<file path="src/assert_macros.svh">
// assertion helpers, clocked on clk_i and held off during reset
`ifndef ASSERT_MACROS_SVH
`define ASSERT_MACROS_SVH

`define FFBA_ASSERT(label, prop, msg) \
  label: assert property (@(posedge clk_i) disable iff (!rst_ni) prop) else $error(msg);

`define FFBA_NEVER(label, cond, msg) \
  `FFBA_ASSERT(label, !(cond), msg)

`endif

</file>
<file path="src/ffba_pkg.sv">
package ffba_pkg;

  localparam int MAX_BYTES  = 128;
  localparam int MAX_BLOCKS = 128;
  localparam int ID_BITS    = 16;

  localparam int SIZE_W = $clog2(MAX_BYTES + 1);
  localparam int CNT_W  = $clog2(MAX_BLOCKS + 1);
  localparam int WIDE_W = ((SIZE_W > 8) ? SIZE_W : 8) + 2;
  localparam logic [ID_BITS-1:0] ID_LIMIT = {ID_BITS{1'b1}};

  typedef enum logic [1:0] {
    OP_ALLOC  = 2'd0,
    OP_ERASE  = 2'd1,
    OP_DEFRAG = 2'd2,
    OP_NONE   = 2'd3
  } op_e;

  typedef enum logic [1:0] {
    ST_ALLOCATED = 2'd0,
    ST_FAILED    = 2'd1,
    ST_ILLEGAL   = 2'd2,
    ST_UNUSED    = 2'd3
  } status_e;

  typedef enum logic [1:0] {
    S_IDLE,
    S_WALK,
    S_RESULT
  } state_e;

  typedef struct packed {
    logic [SIZE_W-1:0]  start;
    logic [SIZE_W-1:0]  size;
    logic [ID_BITS-1:0] id;
  } entry_t;

  typedef struct packed {
    logic   shift;
    entry_t feed;
  } chain_ctl_t;

endpackage

</file>
<file path="src/ffba_in_if.sv">
interface ffba_in_if;
  logic        valid;
  logic        ready;
  logic [1:0]  op;
  logic [7:0]  amount;
  logic [15:0] block_id;
  modport source (output valid, op, amount, block_id, input ready);
  modport sink (input valid, op, amount, block_id, output ready);
endinterface

</file>
<file path="src/ffba_out_if.sv">
interface ffba_out_if;
  logic        valid;
  logic        ready;
  logic [1:0]  status;
  logic [15:0] new_id;
  modport source (output valid, status, new_id, input ready);
  modport sink (input valid, status, new_id, output ready);
endinterface

</file>
<file path="src/ffba_cfg_if.sv">
interface ffba_cfg_if;
  logic       valid;
  logic       ready;
  logic [7:0] memory_size;
  modport source (output valid, memory_size, input ready);
  modport sink (input valid, memory_size, output ready);
endinterface

</file>
<file path="src/ffba_cell.sv">
module ffba_cell (
  input  logic              clk_i,
  input  logic              shift_i,
  input  ffba_pkg::entry_t  d_i,
  output ffba_pkg::entry_t  q_o
);

  ffba_pkg::entry_t entry_q;

  always_ff @(posedge clk_i) begin
    if (shift_i) begin
      entry_q <= d_i;
    end
  end

  assign q_o = entry_q;

endmodule

</file>
<file path="src/ffba_ctrl.sv">
`include "assert_macros.svh"

module ffba_ctrl (
  input  logic                   clk_i,
  input  logic                   rst_ni,
  input  logic                   in_valid_i,
  output logic                   in_ready_o,
  input  logic [1:0]             op_i,
  input  logic [7:0]             amount_i,
  input  logic [15:0]            block_id_i,
  input  logic [7:0]             mem_size_i,
  input  ffba_pkg::entry_t       head_i,
  input  ffba_pkg::entry_t       next_i,
  output ffba_pkg::chain_ctl_t   ctl_o,
  output logic                   out_valid_o,
  input  logic                   out_ready_i,
  output logic [1:0]             status_o,
  output logic [15:0]            new_id_o
);

  localparam int W = ffba_pkg::WIDE_W;

  ffba_pkg::state_e state_q, state_d;
  ffba_pkg::op_e    op_q, op_d;
  logic [7:0]                   amount_q, amount_d;
  logic [15:0]                  target_q, target_d;
  logic [ffba_pkg::CNT_W-1:0]   step_q, step_d;
  logic [ffba_pkg::CNT_W-1:0]   count_q, count_d;
  logic [ffba_pkg::ID_BITS-1:0] next_id_q, next_id_d;
  logic [ffba_pkg::SIZE_W:0]    cursor_q, cursor_d;
  logic [ffba_pkg::SIZE_W:0]    pos_q, pos_d;
  logic                         found_q, found_d;
  ffba_pkg::entry_t             carry_q, carry_d;
  logic                         ovalid_q, ovalid_d;
  logic [1:0]                   status_q, status_d;
  logic [15:0]                  new_id_q, new_id_d;

  logic          live, ok, fit, tail_fit, last;
  logic [W-1:0]  w_start, w_cur, w_amt, w_lim;
  ffba_pkg::entry_t fresh;

  always_ff @(posedge clk_i or negedge rst_ni) begin
    if (!rst_ni) begin
      state_q   <= ffba_pkg::S_IDLE;
      count_q   <= '0;
      next_id_q <= ffba_pkg::ID_BITS'(1);
      ovalid_q  <= 1'b0;
      step_q    <= '0;
      found_q   <= 1'b0;
    end else begin
      state_q   <= state_d;
      count_q   <= count_d;
      next_id_q <= next_id_d;
      ovalid_q  <= ovalid_d;
      step_q    <= step_d;
      found_q   <= found_d;
    end
  end

  always_ff @(posedge clk_i) begin
    op_q     <= op_d;
    amount_q <= amount_d;
    target_q <= target_d;
    cursor_q <= cursor_d;
    pos_q    <= pos_d;
    carry_q  <= carry_d;
    status_q <= status_d;
    new_id_q <= new_id_d;
  end

  assign w_start = W'(head_i.start);
  assign w_cur   = W'(cursor_q);
  assign w_amt   = W'(amount_q);
  assign w_lim   = (mem_size_i > 8'(ffba_pkg::MAX_BYTES)) ? W'(ffba_pkg::MAX_BYTES)
                                                         : W'(mem_size_i);
  assign live     = step_q < count_q;
  assign last     = step_q == ffba_pkg::CNT_W'(ffba_pkg::MAX_BLOCKS - 1);
  assign ok       = (amount_q != 8'd0) && (count_q < ffba_pkg::CNT_W'(ffba_pkg::MAX_BLOCKS));
  assign fit      = (w_start >= w_cur) && ((w_start - w_cur) >= w_amt);
  assign tail_fit = (w_lim >= w_cur) && ((w_lim - w_cur) >= w_amt);

  always_comb begin
    fresh.start = ffba_pkg::SIZE_W'(cursor_q);
    fresh.size  = ffba_pkg::SIZE_W'(amount_q);
    fresh.id    = next_id_q;
  end

  always_comb begin
    state_d   = state_q;
    op_d      = op_q;
    amount_d  = amount_q;
    target_d  = target_q;
    step_d    = step_q;
    count_d   = count_q;
    next_id_d = next_id_q;
    cursor_d  = cursor_q;
    pos_d     = pos_q;
    found_d   = found_q;
    carry_d   = carry_q;
    ovalid_d  = ovalid_q;
    status_d  = status_q;
    new_id_d  = new_id_q;
    ctl_o.shift = 1'b0;
    ctl_o.feed  = head_i;
    in_ready_o  = 1'b0;

    if (ovalid_q && out_ready_i) begin
      ovalid_d = 1'b0;
    end

    case (state_q)
      ffba_pkg::S_IDLE: begin
        in_ready_o = 1'b1;
        if (in_valid_i) begin
          op_d     = ffba_pkg::op_e'(op_i);
          amount_d = amount_i;
          target_d = block_id_i;
          step_d   = '0;
          cursor_d = '0;
          pos_d    = '0;
          found_d  = 1'b0;
          state_d  = ffba_pkg::S_WALK;
        end
      end
      ffba_pkg::S_WALK: begin
        ctl_o.shift = 1'b1;
        case (op_q)
          ffba_pkg::OP_ALLOC: begin
            if (found_q) begin
              ctl_o.feed = carry_q;
              carry_d    = head_i;
            end else if (ok && live) begin
              if (fit) begin
                ctl_o.feed = fresh;
                carry_d    = head_i;
                found_d    = 1'b1;
              end else begin
                cursor_d = (ffba_pkg::SIZE_W + 1)'(head_i.start)
                         + (ffba_pkg::SIZE_W + 1)'(head_i.size);
              end
            end else if (ok && step_q == count_q && tail_fit) begin
              ctl_o.feed = fresh;
              carry_d    = head_i;
              found_d    = 1'b1;
            end
          end
          ffba_pkg::OP_ERASE: begin
            if (found_q) begin
              ctl_o.feed = next_i;
            end else if (live && (32'(head_i.id) == 32'(target_q))) begin
              ctl_o.feed = next_i;
              found_d    = 1'b1;
            end
          end
          ffba_pkg::OP_DEFRAG: begin
            if (live) begin
              ctl_o.feed.start = ffba_pkg::SIZE_W'(pos_q);
              pos_d = pos_q + (ffba_pkg::SIZE_W + 1)'(head_i.size);
            end
          end
          default: begin
          end
        endcase
        step_d = step_q + 1'b1;
        if (last) begin
          state_d = ffba_pkg::S_RESULT;
        end
      end
      ffba_pkg::S_RESULT: begin
        if (!ovalid_q || out_ready_i) begin
          state_d = ffba_pkg::S_IDLE;
          case (op_q)
            ffba_pkg::OP_ALLOC: begin
              ovalid_d = 1'b1;
              if (found_q) begin
                status_d = ffba_pkg::ST_ALLOCATED;
                new_id_d = 16'(next_id_q);
                count_d  = count_q + 1'b1;
                if (next_id_q != ffba_pkg::ID_LIMIT) begin
                  next_id_d = next_id_q + 1'b1;
                end
              end else begin
                status_d = ffba_pkg::ST_FAILED;
                new_id_d = '0;
              end
            end
            ffba_pkg::OP_ERASE: begin
              if (found_q) begin
                count_d = count_q - 1'b1;
              end else begin
                ovalid_d = 1'b1;
                status_d = ffba_pkg::ST_ILLEGAL;
                new_id_d = '0;
              end
            end
            default: begin
            end
          endcase
        end
      end
      default: begin
        state_d = ffba_pkg::S_IDLE;
      end
    endcase
  end

  assign out_valid_o = ovalid_q;
  assign status_o    = status_q;
  assign new_id_o    = new_id_q;

  `FFBA_ASSERT(a_count_bound, count_q <= ffba_pkg::CNT_W'(ffba_pkg::MAX_BLOCKS), "live count overflow")
  `FFBA_ASSERT(a_walk_starts, (in_valid_i && in_ready_o) |=> (state_q == ffba_pkg::S_WALK && step_q == '0), "walk did not start at entry zero")
  `FFBA_NEVER(a_no_accept_busy, in_ready_o && state_q != ffba_pkg::S_IDLE, "item taken while busy")

endmodule

</file>
<file path="src/first_fit_block_allocator_core.sv">
// an accepted item walks the cell ring in S_WALK, then S_RESULT registers its result beat once
// no earlier result is left pending; defrag and a successful erase give no result beat at all
// every item rotates the whole cell ring once, one entry per cycle, before the next is taken
// reset: live count 0, next id 1, memory_size 128; cell contents are not cleared
module first_fit_block_allocator_core (
  input  logic           clk_i,
  input  logic           rst_ni,
  ffba_in_if.sink        in_s,
  ffba_out_if.source     out_m,
  ffba_cfg_if.sink       cfg_s
);

  localparam int N = ffba_pkg::MAX_BLOCKS;

  logic [7:0]           mem_size_q;
  ffba_pkg::entry_t     q [N];
  ffba_pkg::entry_t     next_entry;
  ffba_pkg::chain_ctl_t ctl;

  assign cfg_s.ready = 1'b1;

  always_ff @(posedge clk_i or negedge rst_ni) begin
    if (!rst_ni) begin
      mem_size_q <= 8'(ffba_pkg::MAX_BYTES);
    end else if (cfg_s.valid) begin
      mem_size_q <= cfg_s.memory_size;
    end
  end

  for (genvar i = 0; i < N; i++) begin : g_cell
    ffba_pkg::entry_t d;
    if (i == N - 1) begin : g_tail
      assign d = ctl.feed;
    end else begin : g_body
      assign d = q[i+1];
    end
    ffba_cell u_cell (
      .clk_i   (clk_i),
      .shift_i (ctl.shift),
      .d_i     (d),
      .q_o     (q[i])
    );
  end

  if (N > 1) begin : g_next
    assign next_entry = q[1];
  end else begin : g_next_one
    assign next_entry = q[0];
  end

  ffba_ctrl u_ctrl (
    .clk_i       (clk_i),
    .rst_ni      (rst_ni),
    .in_valid_i  (in_s.valid),
    .in_ready_o  (in_s.ready),
    .op_i        (in_s.op),
    .amount_i    (in_s.amount),
    .block_id_i  (in_s.block_id),
    .mem_size_i  (mem_size_q),
    .head_i      (q[0]),
    .next_i      (next_entry),
    .ctl_o       (ctl),
    .out_valid_o (out_m.valid),
    .out_ready_i (out_m.ready),
    .status_o    (out_m.status),
    .new_id_o    (out_m.new_id)
  );

endmodule

</file>
<file path="src/flat_wrapper.sv">
// flat-port wrapper written by rule: the top's interface ports become plain ports
module first_fit_block_allocator_core_flat 
  (clk_i, rst_ni, in_s_valid, in_s_op, in_s_amount, in_s_block_id, in_s_ready, out_m_valid, out_m_status, out_m_new_id, out_m_ready, cfg_s_valid, cfg_s_memory_size, cfg_s_ready);
  ffba_in_if in_s_i ();
  ffba_out_if out_m_i ();
  ffba_cfg_if cfg_s_i ();
  input  logic clk_i;
  input  logic rst_ni;
  input wire logic [$bits(in_s_i.valid)-1:0] in_s_valid;
  input wire logic [$bits(in_s_i.op)-1:0] in_s_op;
  input wire logic [$bits(in_s_i.amount)-1:0] in_s_amount;
  input wire logic [$bits(in_s_i.block_id)-1:0] in_s_block_id;
  output wire logic [$bits(in_s_i.ready)-1:0] in_s_ready;
  output wire logic [$bits(out_m_i.valid)-1:0] out_m_valid;
  output wire logic [$bits(out_m_i.status)-1:0] out_m_status;
  output wire logic [$bits(out_m_i.new_id)-1:0] out_m_new_id;
  input wire logic [$bits(out_m_i.ready)-1:0] out_m_ready;
  input wire logic [$bits(cfg_s_i.valid)-1:0] cfg_s_valid;
  input wire logic [$bits(cfg_s_i.memory_size)-1:0] cfg_s_memory_size;
  output wire logic [$bits(cfg_s_i.ready)-1:0] cfg_s_ready;
  assign in_s_i.valid = in_s_valid;
  assign in_s_i.op = in_s_op;
  assign in_s_i.amount = in_s_amount;
  assign in_s_i.block_id = in_s_block_id;
  assign in_s_ready = in_s_i.ready;
  assign out_m_valid = out_m_i.valid;
  assign out_m_status = out_m_i.status;
  assign out_m_new_id = out_m_i.new_id;
  assign out_m_i.ready = out_m_ready;
  assign cfg_s_i.valid = cfg_s_valid;
  assign cfg_s_i.memory_size = cfg_s_memory_size;
  assign cfg_s_ready = cfg_s_i.ready;
  first_fit_block_allocator_core u_core (.clk_i(clk_i), .rst_ni(rst_ni), .in_s(in_s_i), .out_m(out_m_i), .cfg_s(cfg_s_i));
endmodule
</file>
<file path="config.mk">
export PLATFORM = sky130hd
export DESIGN_NAME = first_fit_block_allocator_core_flat
export DESIGN_NICKNAME = d
export VERILOG_FILES = /design/src/ffba_pkg.sv /design/src/ffba_in_if.sv /design/src/ffba_out_if.sv /design/src/ffba_cfg_if.sv /design/src/ffba_cell.sv /design/src/ffba_ctrl.sv /design/src/first_fit_block_allocator_core.sv /design/src/flat_wrapper.sv
export VERILOG_INCLUDE_DIRS = /design/src /design/src/src
export SDC_FILE = /design/constraint.sdc
export NUM_CORES = 2
export LEC_CHECK = 0
export ABC_AREA = 0
export BUFFER_PORTS_ARGS = -buffer_cell sky130_fd_sc_hd__buf_4
export CORE_UTILIZATION = 62
export DETAILED_ROUTE_END_ITERATION = 6
export PLACE_DENSITY_LB_ADDON = 0.05
export SLEW_MARGIN = 20
export SYNTH_ARGS = -nofsm -noshare
export SYNTH_HDL_FRONTEND = slang
export SYNTH_SLANG_ARGS = --single-unit
</file>
<file path="constraint.sdc">
create_clock -name clk_i -period 144 [get_ports clk_i]
set_input_delay 43.2 -clock clk_i [delete_from_list [all_inputs] [get_ports clk_i]]
set_output_delay 43.2 -clock clk_i [all_outputs]
set_load 0.02 [all_outputs]
</file>
==> results_dict.tcl <==
set metrics [dict create \
    slew_headroom 0.2273 \
    syn_area_per_cell_sq_um 26.80 \
    power_uw 2359 \
    critPathRequiredTime_ns 100.80 \
    row_count 168 \
    path_class "reg2out" \
    skew_ns 0.07229 \
    netlist_instances 4911 \
    layout_worst_path_cycle_share 0.3111 \
    die_w_um 462.7 \
    report.final.setup_viol 0 \
    fmax_mhz 22.32 \
    setup_tns_ns 0 \
    ys_warn_count 0 \
    crit_fanout 3 \
    worstHoldStart "u_core.g_cell[90].u_cell.q_o[29]$_DFFE_PP_" \
    clk_pin_slew_ns 0.06 \
    fillers 12160 \
    grt_antenna_before_repair 13 \
    grt_max_degree 225 \
    vias_per_cell 5.463 \
    ant_nets 0 \
    violations "DRC" \
    postRouteWirelength_mm 182.9 \
    tritoncts "built" \
    die_y_um 462.7 \
    ys_types 58 \
    cts_root_buffer "clkbuf_16" \
    ys.flop_type "edfxtp_1" \
    grt_pass1_wl_mm 278.2 \
    area_growth_pct 13.11 \
    track_usage 0.1719 \
    drv_slew 0 \
    cap_viol_max_count 0 \
    grt_pass1_vias 45210 \
    hold_path_class "reg2reg" \
    leakagePower_uw 0.06069 \
    fin_nets 5503 \
    gp_congestion 0.7682 \
    fp.dieArea_sq_um 214100 \
    crit_arrival_ns 1.60 \
    cp-start-kind "register" \
    synth-edff-count 4189 \
    seq_area_frac_synth 0.9642 \
    power.density_nw_per_um2 15.85 \
    synth_area_sq_um 131600 \
    wl_per_cell_um 21.47 \
    vdd_drop_max_mv 0.01527 \
    postCtsSetupRepairBufs 0 \
    reg2reg_from "u_core.u_ctrl.state_q[1]$_DFFE_PN0P_" \
    clock_latency_ns 0.96 \
    cts_made_buffers 405 \
    cts_num_sinks 4233 \
    core_region_area_sq_um 210200 \
    hold_viol 0 \
    num_vias 46540 \
    worst_pin_slew_ns 1.159 \
    fin_crit_ns 44.80 \
    post_cts_resized 0 \
    syn_nets 5018 \
    drc_errors 1 \
    end_kind "primary output" \
    clockBufferDepth 4 \
    initial_core_util 0.6261 \
    synthArstFlopShare 0.01039 \
    hold_buffers 0 \
    grt_overflow 0 \
    ios 60 \
    hpwlAfterDp_mm 90.56 \
    outcome "complete, but fails checks" \
    synth-seq-cells 4233 \
    crit_start "u_core.u_ctrl.state_q[1]$_DFFE_PN0P_" \
    first_pass_iters 7 \
    drive_above_1_share 0.1234 \
    htree_num_levels 5 \
    rsz0062_at_grt "false" \
    numPortBuffers 58 \
    drt_iter0_markers 4508 \
]
==> metrics by stage <==
stage	std cells	hold slack, ns	utilization	worst slack [ns]	area (sq um)
floorplan	4911	0.4003	-	18.08	131600
global placement	7792	0.4002	0.6466	98.88	135900
detailed placement	7792	0.4045	0.6466	98.72	135900
CTS	8516	0.3803	0.7078	99.12	148800
global route	8519	0.3811	0.7082	99.11	148900
finish	8520	0.3814	0.7082	99.20	148900
==> cells by family after synthesis <==
kind of cell,synth area share
flip-flops,0.9642
multiplexers,0.0007701
AND/OR/NAND/NOR,0.007939
adder cells (fa/ha/maj),0.006750
AO/OA/AOI/OAI,0.01359
other,0.00002849
buffers and inverters,0.002653
XOR/XNOR,0.004060
==> cell usage after synthesis (7+ instances only) <==
cell       number  area, sq um
o211ai_1       16        120.1
a222oi_1       21        210.2
o21ai_0        53        265.3
xor2_1         39        341.6
o2bb2ai_1      13        113.9
dfrtp_1        42         1051
nor3_1         20        100.1
mux2_2          9        101.4
o21a_1         13        97.59
nor2b_1        16        100.1
and3_1         19        118.9
a21o_1         24        180.2
a21oi_1        41        205.2
ha_1           63        788.3
xnor2_1        22        192.7
nor2_1         46        172.7
clkbuf_1       24        90.09
nand2_1        56        210.2
a32o_1         11        110.1
edfxtp_1     4189       125800
inv_1          43        161.4
o2111ai_1      13        113.9
nand2b_1       12        75.07
nor4_1          9        56.30
a221o_1        12        120.1
nand3_1         7        35.03
nand4_1         9        56.30
==> cell type report <==
class | count | area [sq um] | area share
clock inverter | 246 | 2359 | 0.01584
sequential | 4233 | 126900 | 0.8524
inverter | 44 | 172.7 | 0.001160
clock buffer | 478 | 10520 | 0.07064
multi-input combinational | 596 | 4399 | 0.02955
tap | 2805 | 3510 | 0.02358
antenna | 2 | 5.005 | 0.00003362
timing repair buffer | 116 | 1005 | 0.006749
==> routing by layer <==
layer / global-route usage / up-vias / routed length [um]
li1: - / 20930 / -
met1: 0.2808 / 24170 / 88510
met2: 0.2381 / 1065 / 80470
met3: 0.03353 / 372 / 9122
met4: 0.05482 / 6 / 4782
met5: 0 / - / 36
==> placed cells by master, fill, tap and decap left out, types with 5 or more instances in the layout <==
master / synthesis / final
nand3_1: 7 / 7
dfrtp_1: 42 / 42
nand4_1: 9 / 9
o2bb2ai_1: 13 / 13
xor2_1: 39 / 39
nand2_1: 56 / 56
nor3_1: 20 / 19
o21a_1: 13 / 13
clkbuf_16: 0 / 410
a22o_1: 6 / 6
nor4_1: 9 / 7
a21o_1: 24 / 24
ha_1: 63 / 63
edfxtp_1: 4189 / 4189
o2111ai_1: 13 / 13
inv_6: 0 / 6
clkinvlp_4: 0 / 15
a222oi_1: 21 / 21
clkbuf_1: 24 / 68
a32o_1: 11 / 11
buf_6: 3 / 5
nor2b_1: 16 / 16
buf_4: 3 / 103
buf_12: 0 / 6
nand2b_1: 12 / 12
a221o_1: 12 / 12
clkinv_2: 0 / 77
mux2_2: 9 / 9
fa_1: 5 / 5
and3_1: 19 / 19
bufinv_16: 0 / 44
clkinv_4: 0 / 9
o211ai_1: 16 / 16
inv_1: 43 / 41
o21ai_0: 53 / 53
nor2_1: 46 / 46
xnor2_1: 22 / 22
a21oi_1: 41 / 40
clkinv_1: 1 / 93
==> state kept, by name, indices dropped and copies added, names as in the netlist, 9 cells and up <==
register,flops
u_core.u_ctrl.carry_q,32
u_core.u_ctrl.target_q,16
u_core.g_cell.u_cell.q_o,4096
u_core.u_ctrl.next_id_q,16
u_core.u_ctrl.cursor_q,9
u_core.u_ctrl.new_id_o,16
==> worst max-delay path, stage by stage (launching register included) <==
cell	delay, ns
dfrtp_1	0.39
nor2_1	0.14
buf_4	0.16
==> final timing paths <==
kind / to / slack [ns] / cells after the start
max reg2reg: u_core.g_cell[44].u_cell.q_o[8]$_DFFE_PP_ / 137.69 / 8
min: u_core.g_cell[89].u_cell.q_o[29]$_DFFE_PP_ / 0.38 / 0
min reg2reg: u_core.g_cell[89].u_cell.q_o[29]$_DFFE_PP_ / 0.38 / 0
max: in_s_ready / 99.20 / 2
min in group asynchronous: u_core.u_ctrl.state_q[0]$_DFFE_PN0P_ / 42.34 / 1
max in group asynchronous: u_core.u_ctrl.step_q[1]$_DFFE_PN0P_ / 101.19 / 1
==> power breakdown <==
| part | switching [uW] | internal, uW | leakage [uW] |
|---|---|---|---|
| combinational | 1.46 | 1.50 | 0.00269 |
| sequential | 0.379 | 1330 | 0.0517 |
| clock | 424 | 599 | 0.00629 |
| total | 425 | 1930 | 0.0607 |
Power figures use the tool's default switching activity.
